===== config.mk =====
export PLATFORM = sky130hd
export DESIGN_NAME = sine_cosine_degrees_fixed_flat
export DESIGN_NICKNAME = d
export VERILOG_FILES = /design/src/rtl/scd_pkg.sv /design/src/rtl/scd_in_if.sv /design/src/rtl/scd_out_if.sv /design/src/rtl/sine_cosine_degrees_fixed.sv /design/src/rtl/scd_reduce.sv /design/src/rtl/scd_cell.sv /design/src/rtl/scd_divide.sv /design/src/flat_wrapper.sv
export SDC_FILE = /design/constraint.sdc
export NUM_CORES = 2
export LEC_CHECK = 0
export ABC_AREA = 1
export BUFFER_PORTS_ARGS = -buffer_cell sky130_fd_sc_hd__buf_2
export CAP_MARGIN = 20
export CORE_ASPECT_RATIO = 0.75
export CORE_UTILIZATION = 28
export CTS_CLUSTER_DIAMETER = 50
export DETAILED_ROUTE_END_ITERATION = 6
export PLACE_DENSITY = 0.43
export SYNTH_ARGS = -nofsm -noshare
export SYNTH_HDL_FRONTEND = slang
export SYNTH_SLANG_ARGS = --single-unit

===== constraint.sdc =====
create_clock -name clk -period 13.07 [get_ports clk]
set_input_delay 1.307 -clock clk [delete_from_list [all_inputs] [get_ports clk]]
set_output_delay 1.307 -clock clk [all_outputs]
set_load 0.01 [all_outputs]

===== src/rtl/scd_pkg.sv =====
// ----------------------------------------------------------------------------
// scd_pkg
// shared types, constants and coefficient table for the degree sine/cosine
// ----------------------------------------------------------------------------
package scd_pkg;

  localparam int AngleW = 16;
  localparam int ValueW = 15;
  localparam int AccW   = 32;
  localparam int TW     = 7;
  localparam int NumCells = 4;

  localparam int DegFull   = 360;
  localparam int DegHalf   = 180;
  localparam int DegRight  = 90;
  localparam int DegEighth = 45;

  // divide by 10000 = shift 4 then divide by 625
  // divide by 100000 = shift 5 then divide by 3125
  localparam int QuotInW = 25;
  localparam int RecipW  = 26;
  localparam int ProdW   = QuotInW + RecipW;
  localparam int QuotW   = 14;
  localparam logic [RecipW-1:0] RecipLo = 26'd54975582;
  localparam logic [RecipW-1:0] RecipHi = 26'd43980466;
  localparam int ShiftLo = 35;
  localparam int ShiftHi = 37;

  typedef logic signed [AccW-1:0] acc_t;

  typedef struct packed {
    acc_t          acc;
    logic [TW-1:0] t;
    logic          hi;
    logic          neg;
  } scd_item_t;

  typedef enum logic {
    OP_SINE   = 1'b0,
    OP_COSINE = 1'b1
  } scd_op_t;

  // cubic coefficients, highest power first
  function automatic acc_t poly_coef(input logic hi, input logic [1:0] k);
    acc_t c;
    c = '0;
    case ({hi, k})
      3'b000:  c = -32'sd81;
      3'b001:  c = -32'sd277;
      3'b010:  c = 32'sd1747900;
      3'b011:  c = -32'sd1600;
      3'b100:  c = 32'sd336;
      3'b101:  c = -32'sd161420;
      3'b110:  c = 32'sd75484;
      3'b111:  c = 32'sd999960000;
      default: c = '0;
    endcase
    return c;
  endfunction

endpackage


===== src/rtl/scd_in_if.sv =====
// ----------------------------------------------------------------------------
// scd_in_if
// angle request channel: opcode and integer angle in degrees
// ----------------------------------------------------------------------------
interface scd_in_if;
  logic                      valid;
  logic                      ready;
  logic                      opcode;
  logic signed [15:0]        angle_deg;

  modport source (output valid, output opcode, output angle_deg, input ready);
  modport sink   (input valid, input opcode, input angle_deg, output ready);
endinterface


===== src/rtl/scd_out_if.sv =====
// ----------------------------------------------------------------------------
// scd_out_if
// result channel: value in ten-thousandths
// ----------------------------------------------------------------------------
interface scd_out_if;
  logic                      valid;
  logic                      ready;
  logic signed [14:0]        value_e4;

  modport source (output valid, output value_e4, input ready);
  modport sink   (input valid, input value_e4, output ready);
endinterface


===== src/rtl/sine_cosine_degrees_fixed.sv =====
// ----------------------------------------------------------------------------
// sine_cosine_degrees_fixed
// integer-degree sine/cosine in ten-thousandths, cubic fit per half quadrant
// ----------------------------------------------------------------------------
//
//   channel   dir   payload                      meaning
//   in_ch     in    opcode, angle_deg[15:0]      0 sine / 1 cosine, degrees
//   out_ch    out   value_e4[14:0]               result * 10000, signed
//
// one transaction accepted per cycle while out_ch is not stalled; 10 register
// stages (3 reduction, 4 horner cells, 3 divide)
// the whole pipe advances together whenever the output register is empty
// or being taken, so a stall on out_ch freezes every stage in place
// synchronous reset clears only the valid bits
//
module sine_cosine_degrees_fixed (
  input  logic       clk,
  input  logic       rst,
  scd_in_if.sink     in_ch,
  scd_out_if.source  out_ch
);
  import scd_pkg::*;

  // global advance: the last stage is the output register
  logic en;

  logic       cell_valid [NumCells+1];
  scd_item_t  cell_item  [NumCells+1];

  assign en          = ~out_ch.valid | out_ch.ready;
  assign in_ch.ready = en;

  // fold the angle into 0..90, note sign and which cubic applies
  scd_reduce u_reduce (
    .clk       (clk),
    .rst       (rst),
    .en        (en),
    .in_valid  (in_ch.valid),
    .opcode    (in_ch.opcode),
    .angle_deg (in_ch.angle_deg),
    .out_valid (cell_valid[0]),
    .out_item  (cell_item[0])
  );

  // chain of horner cells, one coefficient each, highest power first
  for (genvar g = 0; g < NumCells; g++) begin : g_cell
    scd_cell #(
      .K (g)
    ) u_cell (
      .clk       (clk),
      .rst       (rst),
      .en        (en),
      .in_valid  (cell_valid[g]),
      .in_item   (cell_item[g]),
      .out_valid (cell_valid[g+1]),
      .out_item  (cell_item[g+1])
    );
  end

  // scale down and apply sign, ends in the output register
  scd_divide u_divide (
    .clk       (clk),
    .rst       (rst),
    .en        (en),
    .in_valid  (cell_valid[NumCells]),
    .in_item   (cell_item[NumCells]),
    .out_valid (out_ch.valid),
    .value_e4  (out_ch.value_e4)
  );

endmodule


===== src/rtl/scd_reduce.sv =====
// ----------------------------------------------------------------------------
// scd_reduce
// three-stage angle reduction: sign split, mod 360, fold into 0..90
// ----------------------------------------------------------------------------
module scd_reduce (
  input  logic                      clk,
  input  logic                      rst,
  input  logic                      en,
  input  logic                      in_valid,
  input  logic                      opcode,
  input  logic signed [15:0]        angle_deg,
  output logic                      out_valid,
  output scd_pkg::scd_item_t        out_item
);
  import scd_pkg::*;

  logic                v1, v2;
  logic                neg1, neg2;
  logic [AngleW-1:0]   mag1;
  logic [8:0]          rem2;

  logic signed [AngleW:0] sum;
  logic [AngleW:0]        sum_abs;
  logic [AngleW-1:0]      r;
  logic [8:0]             m_a, m_b;
  logic                   neg_f;
  logic [TW-1:0]          t_f;
  logic                   hi_f;

  // stage 1: cosine offset, sign and magnitude
  always_comb begin
    sum = {angle_deg[AngleW-1], angle_deg} +
          ((opcode == OP_COSINE) ? (AngleW+1)'(DegRight) : '0);
    sum_abs = sum[AngleW] ? (AngleW+1)'(-sum) : (AngleW+1)'(sum);
  end

  // stage 2: restoring mod 360
  always_comb begin
    r = mag1;
    for (int k = 6; k >= 0; k--) begin
      if (r >= AngleW'(DegFull << k)) begin
        r = r - AngleW'(DegFull << k);
      end
    end
  end

  // stage 3: fold into the first quadrant
  always_comb begin
    neg_f = neg2;
    m_a   = rem2;
    if (rem2 > 9'(DegHalf)) begin
      neg_f = ~neg2;
      m_a   = rem2 - 9'(DegHalf);
    end
    m_b = (m_a > 9'(DegRight)) ? 9'(DegHalf) - m_a : m_a;
    hi_f = (m_b > 9'(DegEighth));
    t_f  = hi_f ? TW'(9'(DegRight) - m_b) : TW'(m_b);
  end

  always_ff @(posedge clk) begin
    if (rst) begin
      v1 <= 1'b0;
      v2 <= 1'b0;
      out_valid <= 1'b0;
    end else if (en) begin
      v1 <= in_valid;
      v2 <= v1;
      out_valid <= v2;
    end
  end

  always_ff @(posedge clk) begin
    if (en) begin
      neg1 <= sum[AngleW];
      mag1 <= sum_abs[AngleW-1:0];
      neg2 <= neg1;
      rem2 <= r[8:0];
      out_item.acc <= '0;
      out_item.t   <= t_f;
      out_item.hi  <= hi_f;
      out_item.neg <= neg_f;
    end
  end

endmodule


===== src/rtl/scd_cell.sv =====
// ----------------------------------------------------------------------------
// scd_cell
// one horner step: acc = acc * t + coefficient
// ----------------------------------------------------------------------------
module scd_cell #(
  parameter int K = 0
) (
  input  logic                      clk,
  input  logic                      rst,
  input  logic                      en,
  input  logic                      in_valid,
  input  scd_pkg::scd_item_t        in_item,
  output logic                      out_valid,
  output scd_pkg::scd_item_t        out_item
);
  import scd_pkg::*;

  logic signed [AccW+TW:0] prod;
  acc_t                    acc_next;

  always_comb begin
    prod     = in_item.acc * $signed({1'b0, in_item.t});
    acc_next = acc_t'(prod[AccW-1:0]) + poly_coef(in_item.hi, 2'(K));
  end

  always_ff @(posedge clk) begin
    if (rst) begin
      out_valid <= 1'b0;
    end else if (en) begin
      out_valid <= in_valid;
    end
  end

  always_ff @(posedge clk) begin
    if (en) begin
      out_item.acc <= acc_next;
      out_item.t   <= in_item.t;
      out_item.hi  <= in_item.hi;
      out_item.neg <= in_item.neg;
    end
  end

endmodule


===== src/rtl/scd_divide.sv =====
// ----------------------------------------------------------------------------
// scd_divide
// truncating divide by 10000 or 100000 via reciprocal multiply, signed result
// ----------------------------------------------------------------------------
module scd_divide (
  input  logic                      clk,
  input  logic                      rst,
  input  logic                      en,
  input  logic                      in_valid,
  input  scd_pkg::scd_item_t        in_item,
  output logic                      out_valid,
  output logic signed [14:0]        value_e4
);
  import scd_pkg::*;

  logic                 va, vb;
  logic                 sgn_a, sgn_b, hi_a, hi_b;
  logic [QuotInW-1:0]   n_a;
  logic [ProdW-1:0]     prod_b;

  logic [AccW-1:0]      mag;
  logic [AccW-1:0]      shifted;
  logic [QuotW-1:0]     quot;

  always_comb begin
    mag     = in_item.acc[AccW-1] ? AccW'(-in_item.acc) : AccW'(in_item.acc);
    shifted = in_item.hi ? (mag >> 5) : (mag >> 4);
    quot    = hi_b ? QuotW'(prod_b >> ShiftHi) : QuotW'(prod_b >> ShiftLo);
  end

  always_ff @(posedge clk) begin
    if (rst) begin
      va <= 1'b0;
      vb <= 1'b0;
      out_valid <= 1'b0;
    end else if (en) begin
      va <= in_valid;
      vb <= va;
      out_valid <= vb;
    end
  end

  always_ff @(posedge clk) begin
    if (en) begin
      sgn_a  <= in_item.acc[AccW-1] ^ in_item.neg;
      hi_a   <= in_item.hi;
      n_a    <= shifted[QuotInW-1:0];
      sgn_b  <= sgn_a;
      hi_b   <= hi_a;
      prod_b <= ProdW'(n_a) * ProdW'(hi_a ? RecipHi : RecipLo);
      value_e4 <= sgn_b ? -$signed({1'b0, quot}) : $signed({1'b0, quot});
    end
  end

endmodule

===== src/flat_wrapper.sv =====
// flat-port wrapper written by rule: the top's interface ports become plain ports
module sine_cosine_degrees_fixed_flat import scd_pkg::*;
  (clk, rst, in_ch_valid, in_ch_opcode, in_ch_angle_deg, in_ch_ready, out_ch_valid, out_ch_value_e4, out_ch_ready);
  scd_in_if in_ch_i ();
  scd_out_if out_ch_i ();
  input  logic clk;
  input  logic rst;
  input wire logic [$bits(in_ch_i.valid)-1:0] in_ch_valid;
  input wire logic [$bits(in_ch_i.opcode)-1:0] in_ch_opcode;
  input wire logic [$bits(in_ch_i.angle_deg)-1:0] in_ch_angle_deg;
  output wire logic [$bits(in_ch_i.ready)-1:0] in_ch_ready;
  output wire logic [$bits(out_ch_i.valid)-1:0] out_ch_valid;
  output wire logic [$bits(out_ch_i.value_e4)-1:0] out_ch_value_e4;
  input wire logic [$bits(out_ch_i.ready)-1:0] out_ch_ready;
  assign in_ch_i.valid = in_ch_valid;
  assign in_ch_i.opcode = in_ch_opcode;
  assign in_ch_i.angle_deg = in_ch_angle_deg;
  assign in_ch_ready = in_ch_i.ready;
  assign out_ch_valid = out_ch_i.valid;
  assign out_ch_value_e4 = out_ch_i.value_e4;
  assign out_ch_i.ready = out_ch_ready;
  sine_cosine_degrees_fixed u_core (.clk(clk), .rst(rst), .in_ch(in_ch_i), .out_ch(out_ch_i));
endmodule

==> Word-level counts from Yosys, hierarchy flattened <==
Cells that the tools add are included.
{ "op_classes": {"n_lt_le_gt_ge": 10, "mux": 22, "addsub": 17, "multipliers": 4, "n_bitwise": 8} }
{ "op_table": {"columns": ["cell", "n"], "rows": [
  ["$pmux W32 S2", 4],
  ["$mux W16", 7],
  ["$add A32 B32 Y32", 3],
  ["$mul A32 B8 Y32", 3],
  ["$mul A25 B26 Y51", 1],
  ["$mux W25", 2],
  ["$mux W30", 1],
  ["$neg A30 Y30", 1],
  ["$mux W14", 2],
  ["$mux W9", 3],
  ["$add A16 B8 Y17", 1],
  ["$ge A16 B10 Y1 const B", 1],
  ["$ge A16 B11 Y1 const B", 1],
  ["$ge A16 B12 Y1 const B", 1],
  ["$ge A16 B13 Y1 const B", 1],
  ["$ge A16 B14 Y1 const B", 1],
  ["$ge A16 B15 Y1 const B", 1],
  ["$ge A16 B9 Y1 const B", 1],
  ["$neg A16 Y16", 1],
  ["$sub A16 B10 Y16 const B", 1],
  ["$sub A16 B11 Y16 const B", 1],
  ["$sub A16 B12 Y16 const B", 1],
  ["$sub A16 B13 Y16 const B", 1],
  ["$sub A16 B14 Y16 const B", 1],
  ["14 further kinds", 20]
]} }
{ "totals": {"elab_cells": 101, "input_bits": 21, "register_bits": 298} }

==> Depth between registers and ports, before layout <==
{ "logic_depth": {"depth_word": 14, "depth_mapped": 47, "ltp_nobuf": 47} }

==> Modules after synthesis <==
A second synthesis with hierarchy kept.
{ "unflattened": {"hier_cells": 7774, "hier_area_um2": 60973.5} }
{ "by_module_without_submodules": {"columns": ["module", "cells_each", "instances", "area_per_inst_um2"], "rows": [
  ["scd_divide", 2340, 1, 20265.7],
  ["scd_cell at u_core.g_cell[0].u_cell", 1221, 1, 9250.1],
  ["scd_cell at u_core.g_cell[1].u_cell", 1194, 1, 8962.3],
  ["scd_cell at u_core.g_cell[2].u_cell", 1194, 1, 8888.5],
  ["scd_cell at u_core.g_cell[3].u_cell", 1138, 1, 8700.8],
  ["scd_reduce", 685, 1, 4898.4],
  ["sine_cosine_degrees_fixed", 2, 1, 7.5]
]} }

==> Least setup slack after synthesis <==
Ideal clock, no wire load.
{ "synth_timing": {"path_kind": "input port to flip-flop", "startpoint": "in out_ch_ready", "endpoint": "reg u_core.g_cell[0].u_cell.out_item[0] (netlist name) (enable)", "path_slack_ns": 5.487, "t_arrival_ns": 5.611, "required_time_ns": 11.098, "cell_stages": 2, "path_buffers": 0, "path_cell_list": "nor2_1 > clkinv_1"} }
{ "synth_via": {"elab_chain_len": 1} }
{ "synth_rtl": {"columns": ["item", "line_no", "source"], "rows": [
  ["from (decl)", "flat_wrapper.sv:14", "input wire logic [$bits(out_ch_i.ready)-1:0] out_ch_ready;"],
  ["$or A1 B1 Y1", "sine_cosine_degrees_fixed.sv:30", "assign en = ~out_ch.valid | out_ch.ready;"],
  ["via in_ch_ready", "flat_wrapper.sv:11", "output wire logic [$bits(in_ch_i.ready)-1:0] in_ch_ready;"],
  ["to (decl)", "scd_cell.sv:14", "output scd_pkg::scd_item_t out_item"]
]} }
The timed path passes the listed nets, and every way through them passes these cells.
A chain may end at the register's enable or synchronous reset.

==> Worst setup path in the final report <==
{ "layout_timing": {"startpoint": "reg u_core.u_divide.hi_a", "endpoint": "reg u_core.u_divide.prod_b[49] (data pin)"} }
{ "layout_via": {"elab_chain_len": 2} }
{ "layout_rtl": {"columns": ["item", "line_no", "source"], "rows": [
  ["from (decl)", "scd_divide.sv:17", "logic sgn_a, sgn_b, hi_a, hi_b;"],
  ["from (signal assigned)", "scd_divide.sv:46", "hi_a <= in_item.hi;"],
  ["$mux W25", "scd_divide.sv:50", "prod_b <= ProdW'(n_a) * ProdW'(hi_a ? RecipHi : RecipLo);"],
  ["$mul A25 B26 Y51", "scd_divide.sv:50", null],
  ["to (signal assigned)", "scd_divide.sv:50", null],
  ["to (decl)", "scd_divide.sv:19", "logic [ProdW-1:0] prod_b;"]
]} }
No other way between the ends.

==> results.yml <==
global_routing:
  grt_max_degree: 107
  grt_pass1_vias: 31000
  grt_overflow_total: 0
  grt_use_total_pct: 14.1
  grt_pass1_wl_microns: 172000
  antenna_found_initial: 3
timing:
  finalHoldViolations: 0
  max_slew_margin_pct: 30.0
  rsz0062_at_grt: "false"
  setup_ws_ns: 4.43
  drv_slew: 0
  tightest_slew_ns: 1.04
  fmax_mhz: 116
  period_needed_ns: 8.64
  fin_crit_sh_pct: 66.1
  setup_viol: 0
  finClkSkew_ns: 0.0324
  setup_tns_ns: 0
placed_design:
  place.gp.congestion: 0.862
  portBuffers: 37
  place_ws_ns: 4.39
  hpwl_microns: 89500
routing:
  routed-wl-met2_microns: 43900
  drc: 1
  drtIter0Drc: 1477
  postRouteWirelength_microns: 104000
  wl_met1_microns: 54700
  dr_wl_met3_microns: 4610
  wl_per_cell_microns: 15.0
  postRouteAntennaNets: 0
  top_layer: "met4"
  dr.pass1.iters: 7
  num_vias: 28800
  via_per_inst: 4.16
clock_tree:
  holdBufCountCts: 0
  cts_tree: "built"
  cts_buffers: 46
  cts_buffer_depth: 3
  cts_sinks: 231
  h-tree-depth: 2
  post-cts-setup-buffers: 0
  clk_latency_ns: 0.60
  root_buffer: "clkbuf_16"
  ctsResizeCount: 0
  clk_pin_slew_ns: 0.05
floorplanning:
  start_util_pct: 28.2
  io_pins: 38
  rows: 124
  die_y_microns: 341
  die_width_microns: 454
  dieArea_sq_mm: 0.155
  core_sq_mm: 0.152
logic_synthesis:
  synth_area_per_cell_sq_um: 8.87
  synth.distinct_cells: 49
  synth-edff-count: 221
  yosys.area.top_type: "fa_1"
  synth.top_cell.area_share_pct: 36.8
  synth_area_leaders: "fa_1 37%, edfxtp_1 15%, inv_1 13%"
  synth_area_sq_mm: 0.0429
  synth-seq-cells: 231
  synth-async-reset-ratio_pct: 0
  synth-seq-area-share_pct: 15.9
  ys.flop_type: "edfxtp_1"
  netlist_instances: 4840
  yosysWarnings: 0
setup_path:
  crit_path_start_kind: "flop"
  arrival_ns: 8.99
  crit_type: "reg2reg"
  cp_slowest_cell: "a31oi_1"
  crit_required_ns: 13.42
  crit_buf_inv: 7
  cp_top_family: "adder cells"
  crit_top_cell: "fa_1"
  critPathCaptureType: "flop"
  max_stage_delay_ns: 0.69
  path_max_fanout: 58
cells_and_area:
  num-fill-cells: 16100
  drive_gt1_share_pct: 4.51
  nets: 6132
  n_antenna_cell: 0
  area_growth_pct: 9.77
status:
  violations: "design-rule violations"
  status: "finished, violations left"
min_path:
  hold_class: "reg2reg"
job:
  maxCapViolCount: 0
## cells in the final DEF, fill, tap and decap left out, types with 5 or more instances in the layout
cell        instances
buf_4              25
buf_2              37
nand2_4             8
a21oi_1           132
ha_1              435
conb_1             23
o211ai_1            7
inv_1            1534
a21o_1              5
a31oi_1            10
nand4_1            23
clkbuf_16          46
clkinv_1            8
nand3_4             5
nand2_1           873
fa_1              788
clkinvlp_4          7
dfxtp_1            10
nor2_1            157
nand3_1           109
nand2_2            23
a211oi_1            6
o21bai_1           12
clkinv_2            5
nor4_1              7
nor2_4             10
xor2_1            136
nor3_1             21
inv_2              15
edfxtp_1          221
xnor2_1            67
nand3_2             6
o21ai_1             6
o21ai_0            85
or2_2               8
## state kept, by name, summed over array words and instances, names as in the netlist
| name | flops |
|---|---|
| u_core.g_cell.u_cell.out_valid | 4 |
| u_core.g_cell.u_cell.out_item | 125 |
| u_core.u_divide.vb | 1 |
| u_core.u_divide.hi_b | 1 |
| u_core.u_divide.out_valid | 1 |
| u_core.u_reduce.v2 | 1 |
| u_core.u_divide.sgn_a | 1 |
| u_core.u_divide.sgn_b | 1 |
| u_core.u_divide.n_a | 25 |
| u_core.u_reduce.out_item | 9 |
| u_core.u_reduce.rem2 | 9 |
| u_core.u_divide.va | 1 |
| u_core.u_divide.value_e4 | 15 |
| u_core.u_divide.hi_a | 1 |
| u_core.u_reduce.out_valid | 1 |
| u_core.u_reduce.neg1 | 1 |
| u_core.u_reduce.mag1 | 16 |
| u_core.u_reduce.neg2 | 1 |
| u_core.u_divide.prod_b | 16 |
| u_core.u_reduce.v1 | 1 |
## logic make-up (layout without fill, tap and decap cells)
logic type / after synthesis / in the layout / synth area share (%)
compound gates: 279 / 279 / 3.57
buf+inv: 1635 / 1697 / 14.3
flops: 231 / 231 / 15.9
mux: 4 / 4 / 0.0933
other cells: 2 / 23 / 0.0175
fa+ha+maj: 1223 / 1223 / 49.4
xor+xnor: 203 / 203 / 4.14
simple gates: 1263 / 1263 / 12.5
## cells in the mapped netlist (all sizes together) (6+ instances only)
cell    count
nand3     120
nand4      24
ha        435
dfxtp      10
edfxtp    221
nor2      173
o21bai     12
or2         8
a31oi      10
nor4        7
xor2      136
inv      1549
a21oi     133
o21ai      92
buf        11
nand2     904
fa        788
o211ai      7
a211oi      6
xnor2      67
clkbuf     74
nor3       21
## metrics by stage
stage / area [sq um] / std cells / hold WS (ns) / util, %
after global routing: 47100 / 6939 / 0.427 / 31.0
after global placement: 45600 / 6855 / 0.403 / 30.0
final: 47100 / 6939 / 0.412 / 31.0
after CTS: 47100 / 6938 / 0.414 / 30.9
after detailed placement: 45600 / 6855 / 0.407 / 30.0
after floorplan: 43000 / 4861 / 0.400 / -
## area by class of cell
class | instances | area, sq um | area share, %
clock buffer | 49 | 1160 | 2.47
clock inverter | 34 | 320 | 0.680
inverter | 1550 | 5830 | 12.4
multi-input combinational | 2995 | 30000 | 63.7
sequential | 231 | 6840 | 14.5
tap | 2016 | 2520 | 5.35
timing repair buffer | 64 | 420 | 0.892
## worst reg2reg max path: cells and delay by family (launching register included)
kind / cells / cell delay [ns]
AOI/OAI and AO/OA: 11 / 2.42
xor gates and xnor gates: 1 / 0.08
adders and majority gates: 8 / 3.78
buffers and inverters: 7 / 0.93
DFF: 1 / 0.35
and+or+nand+nor: 6 / 0.87
## routing by layer
metal	track usage (%)	vias up
met5	0	-
met4	2.13	0
met3	2.16	72
met2	21.1	395
met1	21.5	14100
li1	-	14200
## path summary, 6_finish.rpt
kind                                                           from  depth (start not counted)                                   to  slack (ns)
worst max-delay path                           u_core.u_divide.hi_a                         33           u_core.u_divide.prod_b[49]        4.43
worst min register to register  u_core.g_cell[0].u_cell.out_item[0]                          0  u_core.g_cell[1].u_cell.out_item[0]        0.41
worst max register to register                 u_core.u_divide.hi_a                         33           u_core.u_divide.prod_b[49]        4.43
worst min-delay path            u_core.g_cell[0].u_cell.out_item[0]                          0  u_core.g_cell[1].u_cell.out_item[0]        0.41
Power is not shown: default switching activity piles up to over one toggle a cycle in this logic, so the estimate is an artifact.
